### src/design/pfe_pkg.sv
// Shared types and constants for the postfix expression evaluator.
// Used by pfe_front, pfe_fifo, pfe_back and the top level; no dependencies.
`default_nettype none

package pfe_pkg;

  localparam int SYMBOL_W            = 8;
  localparam int WORD_W              = 32;
  localparam int DIGIT_W             = 4;
  localparam int STATUS_W            = 2;
  localparam int OUT_TDATA_W         = 40;
  localparam int DEFAULT_STACK_DEPTH = 16;
  localparam int QUEUE_DEPTH         = 4;
  localparam int DIV_STEP_W          = 5;

  // ASCII codes that mean something
  localparam logic [SYMBOL_W-1:0] CH_TERM  = 8'h00;
  localparam logic [SYMBOL_W-1:0] CH_ZERO  = 8'h30;
  localparam logic [SYMBOL_W-1:0] CH_NINE  = 8'h39;
  localparam logic [SYMBOL_W-1:0] CH_PLUS  = 8'h2B;
  localparam logic [SYMBOL_W-1:0] CH_MINUS = 8'h2D;
  localparam logic [SYMBOL_W-1:0] CH_STAR  = 8'h2A;
  localparam logic [SYMBOL_W-1:0] CH_SLASH = 8'h2F;
  localparam logic [SYMBOL_W-1:0] CH_PCT   = 8'h25;
  localparam logic [SYMBOL_W-1:0] CH_CARET = 8'h5E;

  // Result status codes
  localparam logic [STATUS_W-1:0] STATUS_OK      = 2'd0;
  localparam logic [STATUS_W-1:0] STATUS_DIV_ZERO = 2'd1;
  localparam logic [STATUS_W-1:0] STATUS_MOD_ZERO = 2'd2;

  typedef enum logic [3:0] {
    OP_NONE,
    OP_DIGIT,
    OP_ADD,
    OP_SUB,
    OP_MUL,
    OP_DIV,
    OP_MOD,
    OP_POW,
    OP_TERM
  } op_t;

  // One classified item as it travels through the queue
  typedef struct packed {
    op_t                op;
    logic [DIGIT_W-1:0] digit;
  } queue_item_t;

  typedef enum logic [3:0] {
    S_IDLE,
    S_POPB,
    S_POPA,
    S_LOADA,
    S_CALC,
    S_DIV,
    S_DFIN,
    S_POW,
    S_PUSH,
    S_EMIT
  } state_t;

endpackage

`default_nettype wire

### src/design/postfix_expression_evaluator.sv
// Postfix expression evaluator: a character is taken each cycle the queue has room
// (4 items); the stack engine behind the queue works one item at a time. A digit is pushed
// on intake; + - * pop both operands and push the result, / and % run a 32-step restoring
// divider (skipped on a zero divisor), ^ squares and multiplies per exponent bit on one
// shared 32x32 multiplier, and the terminator pops the result (unless an error is set) and
// may wait for the result slot. Ignored characters cost no engine time. The stack is a
// 32-bit memory of STACK_DEPTH words with a registered read, so each pop has a state of its
// own. Depends on pfe_pkg, pfe_front, pfe_fifo, pfe_back.
`default_nettype none

module postfix_expression_evaluator #(
  parameter int STACK_DEPTH = pfe_pkg::DEFAULT_STACK_DEPTH
) (
  input  wire logic                           clk,
  input  wire logic                           rst,
  input  wire logic                           s_tvalid,
  output logic                                s_tready,
  input  wire logic [pfe_pkg::SYMBOL_W-1:0]   s_tdata,   // [7:0] symbol
  output logic                                m_tvalid,
  input  wire logic                           m_tready,
  // [31:0] result_value, [33:32] status, [34] overflow_seen,
  // [35] underflow_seen, [39:36] zero
  output logic [pfe_pkg::OUT_TDATA_W-1:0]     m_tdata
);
  import pfe_pkg::*;

  logic        fq_valid;
  logic        fq_ready;
  queue_item_t fq_item;
  logic        qb_valid;
  logic        qb_ready;
  queue_item_t qb_item;

  // Decode incoming symbols
  pfe_front u_front (
    .s_tvalid (s_tvalid),
    .s_tready (s_tready),
    .s_tdata  (s_tdata),
    .q_valid  (fq_valid),
    .q_ready  (fq_ready),
    .q_item   (fq_item)
  );

  // Decouple decode from the stack engine
  pfe_fifo u_fifo (
    .clk       (clk),
    .rst       (rst),
    .in_valid  (fq_valid),
    .in_ready  (fq_ready),
    .in_item   (fq_item),
    .out_valid (qb_valid),
    .out_ready (qb_ready),
    .out_item  (qb_item)
  );

  // Stack engine and result register
  pfe_back #(
    .STACK_DEPTH (STACK_DEPTH)
  ) u_back (
    .clk      (clk),
    .rst      (rst),
    .q_valid  (qb_valid),
    .q_ready  (qb_ready),
    .q_item   (qb_item),
    .m_tvalid (m_tvalid),
    .m_tready (m_tready),
    .m_tdata  (m_tdata)
  );

endmodule

`default_nettype wire

### src/design/pfe_front.sv
// Front end: accepts input symbols and classifies them into queue items.
// Depends on pfe_pkg. Characters with no meaning are accepted and dropped here.
`default_nettype none

module pfe_front (
  input  wire logic                         s_tvalid,
  output logic                              s_tready,
  input  wire logic [pfe_pkg::SYMBOL_W-1:0] s_tdata,   // [7:0] symbol
  output logic                              q_valid,
  input  wire logic                         q_ready,
  output pfe_pkg::queue_item_t              q_item
);
  import pfe_pkg::*;

  op_t                op;
  logic [SYMBOL_W-1:0] digit_off;

  // Symbol decoder
  always_comb begin
    digit_off = s_tdata - CH_ZERO;
    if (s_tdata >= CH_ZERO && s_tdata <= CH_NINE) begin
      op = OP_DIGIT;
    end else begin
      unique case (s_tdata)
        CH_TERM:  op = OP_TERM;
        CH_PLUS:  op = OP_ADD;
        CH_MINUS: op = OP_SUB;
        CH_STAR:  op = OP_MUL;
        CH_SLASH: op = OP_DIV;
        CH_PCT:   op = OP_MOD;
        CH_CARET: op = OP_POW;
        default:  op = OP_NONE;
      endcase
    end
  end

  // Ignored characters never reach the queue
  assign q_item.op    = op;
  assign q_item.digit = digit_off[DIGIT_W-1:0];
  assign q_valid      = s_tvalid && (op != OP_NONE);
  assign s_tready     = q_ready;

endmodule

`default_nettype wire

### src/design/pfe_fifo.sv
// Short queue of classified items between the front end and the stack engine.
// Depends on pfe_pkg for the item type and depth.
`default_nettype none

module pfe_fifo (
  input  wire logic                 clk,
  input  wire logic                 rst,
  input  wire logic                 in_valid,
  output logic                      in_ready,
  input  wire pfe_pkg::queue_item_t in_item,
  output logic                      out_valid,
  input  wire logic                 out_ready,
  output pfe_pkg::queue_item_t      out_item
);
  import pfe_pkg::*;

  localparam int PW = $clog2(QUEUE_DEPTH);
  localparam int CW = $clog2(QUEUE_DEPTH + 1);

  queue_item_t     slots [QUEUE_DEPTH];
  logic [PW-1:0]   wr_ptr;
  logic [PW-1:0]   rd_ptr;
  logic [CW-1:0]   count;
  logic            wr_fire;
  logic            rd_fire;

  assign in_ready  = (count != CW'(QUEUE_DEPTH));
  assign out_valid = (count != '0);
  assign out_item  = slots[rd_ptr];
  assign wr_fire   = in_valid && in_ready;
  assign rd_fire   = out_valid && out_ready;

  // Storage
  always_ff @(posedge clk) begin
    if (wr_fire) begin
      slots[wr_ptr] <= in_item;
    end
  end

  // Pointers and fill level
  always_ff @(posedge clk) begin
    if (rst) begin
      wr_ptr <= '0;
      rd_ptr <= '0;
      count  <= '0;
    end else begin
      if (wr_fire) begin
        wr_ptr <= wr_ptr + PW'(1);
      end
      if (rd_fire) begin
        rd_ptr <= rd_ptr + PW'(1);
      end
      if (wr_fire && !rd_fire) begin
        count <= count + CW'(1);
      end else if (rd_fire && !wr_fire) begin
        count <= count - CW'(1);
      end
    end
  end

endmodule

`default_nettype wire

### src/design/pfe_back.sv
// Stack engine: operand stack memory, shared multiplier, iterative divider
// and power loop, result register. Depends on pfe_pkg.
`default_nettype none

module pfe_back #(
  parameter int STACK_DEPTH = pfe_pkg::DEFAULT_STACK_DEPTH
) (
  input  wire logic                            clk,
  input  wire logic                            rst,
  input  wire logic                            q_valid,
  output logic                                 q_ready,
  input  wire pfe_pkg::queue_item_t            q_item,
  output logic                                 m_tvalid,
  input  wire logic                            m_tready,
  output logic [pfe_pkg::OUT_TDATA_W-1:0]      m_tdata
);
  import pfe_pkg::*;

  localparam int AW = $clog2(STACK_DEPTH);
  localparam int CW = $clog2(STACK_DEPTH + 1);

  state_t               state;
  state_t               state_next;
  op_t                  op;
  logic [CW-1:0]        cnt;
  logic [CW-1:0]        cnt_m1;
  logic [STATUS_W-1:0]  err;
  logic                 ovf;
  logic                 unf;
  logic                 rd_ok;
  logic                 phase;

  logic [WORD_W-1:0]    a;      // left operand, base / square in power loop
  logic [WORD_W-1:0]    b;      // right operand, exponent in power loop
  logic [WORD_W-1:0]    res;    // result to push, accumulator in power loop
  logic [WORD_W-1:0]    dq;     // dividend magnitude shifting into quotient
  logic [WORD_W-1:0]    dr;     // partial remainder
  logic [WORD_W-1:0]    dvs;    // divisor magnitude
  logic [DIV_STEP_W-1:0] dstep;

  logic [WORD_W-1:0]    mem [STACK_DEPTH];
  logic [WORD_W-1:0]    rd_data;
  logic [WORD_W-1:0]    popped;

  logic                 q_take;
  logic                 mem_we;
  logic [WORD_W-1:0]    mem_wdata;
  logic                 rd_en;
  logic                 out_load;
  logic                 out_free;
  logic                 stack_full;

  logic [WORD_W-1:0]    mul_x;
  logic [WORD_W-1:0]    mul_y;
  logic [WORD_W-1:0]    mul_p;
  logic [WORD_W:0]      rem_sh;
  logic [WORD_W:0]      rem_sub;
  logic [WORD_W-1:0]    pow_neg;

  assign cnt_m1     = cnt - CW'(1);
  assign stack_full = (cnt >= CW'(STACK_DEPTH));
  assign out_free   = !m_tvalid || m_tready;
  assign popped     = rd_ok ? rd_data : '0;

  // Shared multiplier: a*b for '*', acc*sq then sq*sq in the power loop
  assign mul_x = (state == S_POW && !phase) ? res : a;
  assign mul_y = (state == S_POW) ? a : b;
  assign mul_p = mul_x * mul_y;

  // Restoring divider step
  assign rem_sh  = {dr, dq[WORD_W-1]};
  assign rem_sub = rem_sh - {1'b0, dvs};

  // Power with a negative exponent
  always_comb begin
    if (a == WORD_W'(1)) begin
      pow_neg = WORD_W'(1);
    end else if (a == '1) begin
      pow_neg = b[0] ? '1 : WORD_W'(1);
    end else begin
      pow_neg = '0;
    end
  end

  // Next state
  always_comb begin
    state_next = state;
    unique case (state)
      S_IDLE: begin
        if (q_valid) begin
          if (q_item.op == OP_TERM) begin
            state_next = (err != STATUS_OK) ? S_EMIT : S_POPB;
          end else if (err == STATUS_OK && q_item.op != OP_DIGIT &&
                       q_item.op != OP_NONE) begin
            state_next = S_POPB;
          end
        end
      end
      S_POPB:  state_next = (op == OP_TERM) ? S_EMIT : S_POPA;
      S_POPA:  state_next = S_LOADA;
      S_LOADA: state_next = S_CALC;
      S_CALC: begin
        if (op == OP_DIV || op == OP_MOD) begin
          state_next = (b == '0) ? S_IDLE : S_DIV;
        end else if (op == OP_POW) begin
          state_next = b[WORD_W-1] ? S_PUSH : S_POW;
        end else begin
          state_next = S_PUSH;
        end
      end
      S_DIV:   state_next = (dstep == '1) ? S_DFIN : S_DIV;
      S_DFIN:  state_next = S_PUSH;
      S_POW:   state_next = (b == '0) ? S_PUSH : S_POW;
      S_PUSH:  state_next = S_IDLE;
      S_EMIT:  state_next = out_free ? S_IDLE : S_EMIT;
      default: state_next = S_IDLE;
    endcase
  end

  // Control outputs
  always_comb begin
    q_take    = 1'b0;
    mem_we    = 1'b0;
    mem_wdata = res;
    rd_en     = 1'b0;
    out_load  = 1'b0;
    unique case (state)
      S_IDLE: begin
        q_take    = q_valid;
        mem_wdata = WORD_W'(q_item.digit);
        mem_we    = q_valid && q_item.op == OP_DIGIT && err == STATUS_OK && !stack_full;
      end
      S_POPB, S_POPA: rd_en = (cnt != '0);
      S_PUSH:         mem_we = !stack_full;
      S_EMIT:         out_load = out_free;
      default: begin
      end
    endcase
  end

  assign q_ready = q_take;

  // Stack memory, registered read
  always_ff @(posedge clk) begin
    if (mem_we) begin
      mem[cnt[AW-1:0]] <= mem_wdata;
    end
    if (rd_en) begin
      rd_data <= mem[cnt_m1[AW-1:0]];
    end
  end

  // Control state
  always_ff @(posedge clk) begin
    if (rst) begin
      state    <= S_IDLE;
      cnt      <= '0;
      err      <= STATUS_OK;
      ovf      <= 1'b0;
      unf      <= 1'b0;
      rd_ok    <= 1'b0;
      phase    <= 1'b0;
      dstep    <= '0;
      m_tvalid <= 1'b0;
    end else begin
      state <= state_next;
      if (mem_we) begin
        cnt <= cnt + CW'(1);
      end
      // pushes in idle and push state drop on a full stack
      if ((state == S_PUSH || (state == S_IDLE && q_valid && q_item.op == OP_DIGIT &&
           err == STATUS_OK)) && stack_full) begin
        ovf <= 1'b1;
      end
      if (state == S_POPB || state == S_POPA) begin
        rd_ok <= (cnt != '0);
        if (cnt != '0) begin
          cnt <= cnt_m1;
        end else begin
          unf <= 1'b1;
        end
      end
      if (state == S_CALC && b == '0) begin
        if (op == OP_DIV) begin
          err <= STATUS_DIV_ZERO;
        end else if (op == OP_MOD) begin
          err <= STATUS_MOD_ZERO;
        end
      end
      if (state == S_CALC) begin
        phase <= 1'b0;
        dstep <= '0;
      end
      if (state == S_POW) begin
        phase <= !phase;
      end
      if (state == S_DIV) begin
        dstep <= dstep + DIV_STEP_W'(1);
      end
      // expression done: clear the stack and sticky flags
      if (out_load) begin
        cnt <= '0;
        err <= STATUS_OK;
        ovf <= 1'b0;
        unf <= 1'b0;
      end
      if (out_load) begin
        m_tvalid <= 1'b1;
      end else if (m_tready) begin
        m_tvalid <= 1'b0;
      end
    end
  end

  // Datapath registers
  always_ff @(posedge clk) begin
    if (q_take) begin
      op <= q_item.op;
    end
    case (state)
      S_POPA:  b <= popped;
      S_LOADA: a <= popped;
      S_CALC: begin
        dq  <= a[WORD_W-1] ? -a : a;
        dvs <= b[WORD_W-1] ? -b : b;
        dr  <= '0;
        case (op)
          OP_ADD:  res <= a + b;
          OP_SUB:  res <= a - b;
          OP_MUL:  res <= mul_p;
          OP_POW:  res <= b[WORD_W-1] ? pow_neg : WORD_W'(1);
          default: res <= '0;
        endcase
      end
      S_DIV: begin
        if (!rem_sub[WORD_W]) begin
          dr <= rem_sub[WORD_W-1:0];
          dq <= {dq[WORD_W-2:0], 1'b1};
        end else begin
          dr <= rem_sh[WORD_W-1:0];
          dq <= {dq[WORD_W-2:0], 1'b0};
        end
      end
      S_DFIN: begin
        if (op == OP_DIV) begin
          res <= (a[WORD_W-1] ^ b[WORD_W-1]) ? -dq : dq;
        end else begin
          res <= a[WORD_W-1] ? -dr : dr;
        end
      end
      S_POW: begin
        if (b != '0) begin
          if (!phase) begin
            if (b[0]) begin
              res <= mul_p;
            end
          end else begin
            a <= mul_p;
            b <= b >> 1;
          end
        end
      end
      default: begin
      end
    endcase
    if (out_load) begin
      m_tdata <= {4'b0000, unf, ovf, err,
                  (err != STATUS_OK) ? {WORD_W{1'b1}} : popped};
    end
  end

`ifndef ASSERT_OFF
  a_cnt_bound: assert property (@(posedge clk) disable iff (rst)
    cnt <= CW'(STACK_DEPTH))
    else $error("stack count beyond depth");
  a_no_push_full: assert property (@(posedge clk) disable iff (rst)
    mem_we |-> !stack_full)
    else $error("write into a full stack");
  a_clear_after_emit: assert property (@(posedge clk) disable iff (rst)
    out_load |=> (cnt == '0 && err == STATUS_OK && !ovf && !unf && m_tvalid))
    else $error("state not cleared after result");
  a_div_nonzero: assert property (@(posedge clk) disable iff (rst)
    (state == S_DIV) |-> (dvs != '0 && err == STATUS_OK))
    else $error("divider running on zero divisor");
`endif

endmodule

`default_nettype wire
### config.mk
export PLATFORM = sky130hd
export DESIGN_NAME = postfix_expression_evaluator
export DESIGN_NICKNAME = d
export VERILOG_FILES = /design/src/design/pfe_pkg.sv /design/src/design/postfix_expression_evaluator.sv /design/src/design/pfe_front.sv /design/src/design/pfe_fifo.sv /design/src/design/pfe_back.sv
export SDC_FILE = /design/constraint.sdc
export NUM_CORES = 2
export LEC_CHECK = 0
export BUFFER_PORTS_ARGS = -buffer_cell sky130_fd_sc_hd__buf_2
export CAP_MARGIN = 20
export CORE_ASPECT_RATIO = 1.25
export CORE_MARGIN = 4
export CORE_UTILIZATION = 30
export CTS_BUF_LIST = sky130_fd_sc_hd__clkbuf_16
export DETAILED_ROUTE_END_ITERATION = 8
export MAX_ROUTING_LAYER = met4
export SKIP_CTS_REPAIR_TIMING = 1
export SYNTH_ARGS = -nofsm -noshare
export SYNTH_HDL_FRONTEND = slang
export SYNTH_SLANG_ARGS = --single-unit
### constraint.sdc
create_clock -name clk -period 8 [get_ports clk]
set_input_delay 0.4 -clock clk [delete_from_list [all_inputs] [get_ports clk]]
set_output_delay 0.4 -clock clk [all_outputs]
set_load 0.02 [all_outputs]
==> results.ini <==
[global_routing]
overflow=0
grt_pass1_vias=40710
track_usage_pct=19.4
grt_max_degree=100
antenna_found_initial=14
grt_pass1_wl_um=270000

[floorplanning]
die_y_um=490
die-area_um2=193000
initial_core_util_pct=30.2
ios=54
num_rows=176
core_area_um2=185000
die_width_um=394

[setup_path]
cpMostUsedCell=fa_1
reg2reg_slack_ns=-0.34
startpoint=u_back.state[3]$_SDFFE_PP0P_
rr_startpoint=u_back.state[3]$_SDFFE_PP0P_
cp-start-kind=register
crit_family=adder cells
cpMaxStageDelayCell=fa_2
cpPeakStageDelay_ns=0.59
path_max_fanout=7
critPathKind=reg -> reg
critical_path_required_ns=8.40
cp_num_buf_inv=6
endpoint_kind=register
crit_arrival_ns=8.74

[synthesis]
synth_warnings=0
synth_cell_types=83
synth_edf_count=808
syn-cell-area_um2=55800
async_reset_ff_share_pct=0
avgSynthCellArea_um2=11.9
ys_seq_elements=838
ys_seq_area_share_pct=44.6
synthCells=4707
synthFlopType=edfxtp_1

[clock_network]
cts_buffers=79
path_clk_slew_ns=0.07
htree_levels=3
root_buffer=clkbuf_16
cts_tree=built
cts.sinks=838
clock_path_buffers=3
insertion_delay_ns=0.69

[sta]
max_freq_ghz=0.120
period_needed_ns=8.34
drv_slew=0
final-setup-viol-count=14
rsz0062_at_grt=yes
tightest_slew_ns=1.09
finalHoldViolCount=0
fin_crit_sh_pct=104
finalSetupTns_ns=-2.45
finClkSkew_ns=0.0449
setup_slack_ns=-0.341
max_slew_margin_pct=26.6

[final_layout]
drive_above_1_share_pct=22.2
layout_common_cells=edfxtp_1, nand2_1, buf_4
final_common_cell=edfxtp_1
post-route-util_pct=36.1
nNetsFinal=5755
syn_to_final_growth_pct=19.4

[drt]
postRouteAntennaNets=0
first_pass_iters=6
via_per_inst=5.20
drt_iter0_drc=3702
routed_wl_um=187000
drc=0
wl_per_cell_um=24.6
vias=39501

[placed_design]
hpwl_um=139000
io_buffers=49
gp_congestion=0.992

[run]
cap_violations=0

[hold_path]
min_from=s_tdata[0]
hp-class=in -> reg

[run_status]
status=complete, but fails checks
violations=setup timing

-- cell usage after synthesis (all sizes together) (11+ instances only) --
library cell	number	area share (%)
or2	19	0.21
buf	41	0.45
a211oi	15	0.21
inv	458	3.1
nor4	13	0.17
nor2	470	3.2
a221oi	16	0.25
edfxtp	808	43
or3	17	0.20
dfxtp	30	1.1
o21a	21	0.28
o221ai	28	0.44
xnor2	173	2.7
a21oi	153	1.4
nand4	21	0.24
fa	411	15
o41ai	14	0.22
and3	25	0.28
or4	11	0.15
o31ai	42	0.57
nand3	74	0.66
ha	204	4.6
xor2	125	2.0
o21bai	14	0.19
nor2b	47	0.53
o21ai	214	1.9
nand2b	34	0.38
nand2	506	3.4
and2	21	0.24
a21o	45	0.61
mux4	168	6.8
nor3	53	0.48
mux2	37	0.75
mux2i	68	1.3
a31oi	12	0.13
clkbuf	208	1.4
-- layer usage --
layer / GRT usage, % / part of all wire (%) / vias to the layer above
li1: - / - / 17240
met1: 22.2 / 37 / 20093
met2: 32.6 / 49 / 1631
met3: 2.54 / 6.1 / 537
met4: 11.3 / 7.4 / 0
met5: - / 0 / -
-- cells by family (layout without fill, tap and decap cells) --
family                     count (synthesis)  count (layout)  share of synthesized area, %
and+or+nand+nor                         1339            1339                          10.6
AOI/OAI and AO/OA                        635             635                          7.10
DFF                                      838             838                          44.6
buffers and inverters                    707            1186                          4.93
xor gates and xnor gates                 299             299                          4.72
adders and majority gates                615             615                          19.3
muxes                                    273             273                          8.79
other                                      1               6                       0.00672
-- worst paths after layout --
check / endpoint / cells after the start
max reg2reg: u_back.res[30]$_DFFE_PP_ / 29
max: u_back.res[30]$_DFFE_PP_ / 29
min: u_fifo.slots[0][0]$_DFFE_PP_ / 1
min reg2reg: u_back.dstep[4]$_SDFFE_PP0P_ / 2
-- cell type report --
cell class	instances	area (um^2)
Multi-Input combinational cell	3165	29400
Clock inverter	63	582
Clock buffer	79	1980
Fill cell	17945	118000
Timing Repair Buffer	586	5020
Sequential cell	838	24900
Tap cell	2403	3010
Inverter	458	1720
Antenna cell	2	5.00
-- through the flow --
stage          std cells  hold slack [ns]  setup slack [ns]  area [um^2]
2_1_floorplan       4710            0.409           0.00872        56000
3_3_place_gp        7397            0.443            -0.631        62500
3_5_place_dp        7397            0.454            -0.691        62500
4_1_cts             7539         -0.00990            -0.801        65100
5_1_grt             7593           0.0251            -0.520        66600
6_report            7594           0.0528            -0.341        66600
-- flip-flops by register name, summed over array words and instances, names as in the netlist, 5 cells and up, named ones only --
| signal | cells |
|---|---|
| u_back.dr | 32 |
| u_back.dq | 32 |
| u_back.res | 32 |
| u_back.m_tdata | 36 |
| u_back.rd_data | 32 |
| u_back.dstep | 5 |
| u_back.a | 32 |
| u_back.cnt | 5 |
| u_back.mem | 512 |
| u_back.dvs | 32 |
| u_back.b | 32 |
| u_fifo.slots | 32 |
Power is not shown: default switching activity piles up to over one toggle a cycle in this logic, so the estimate is an artifact.
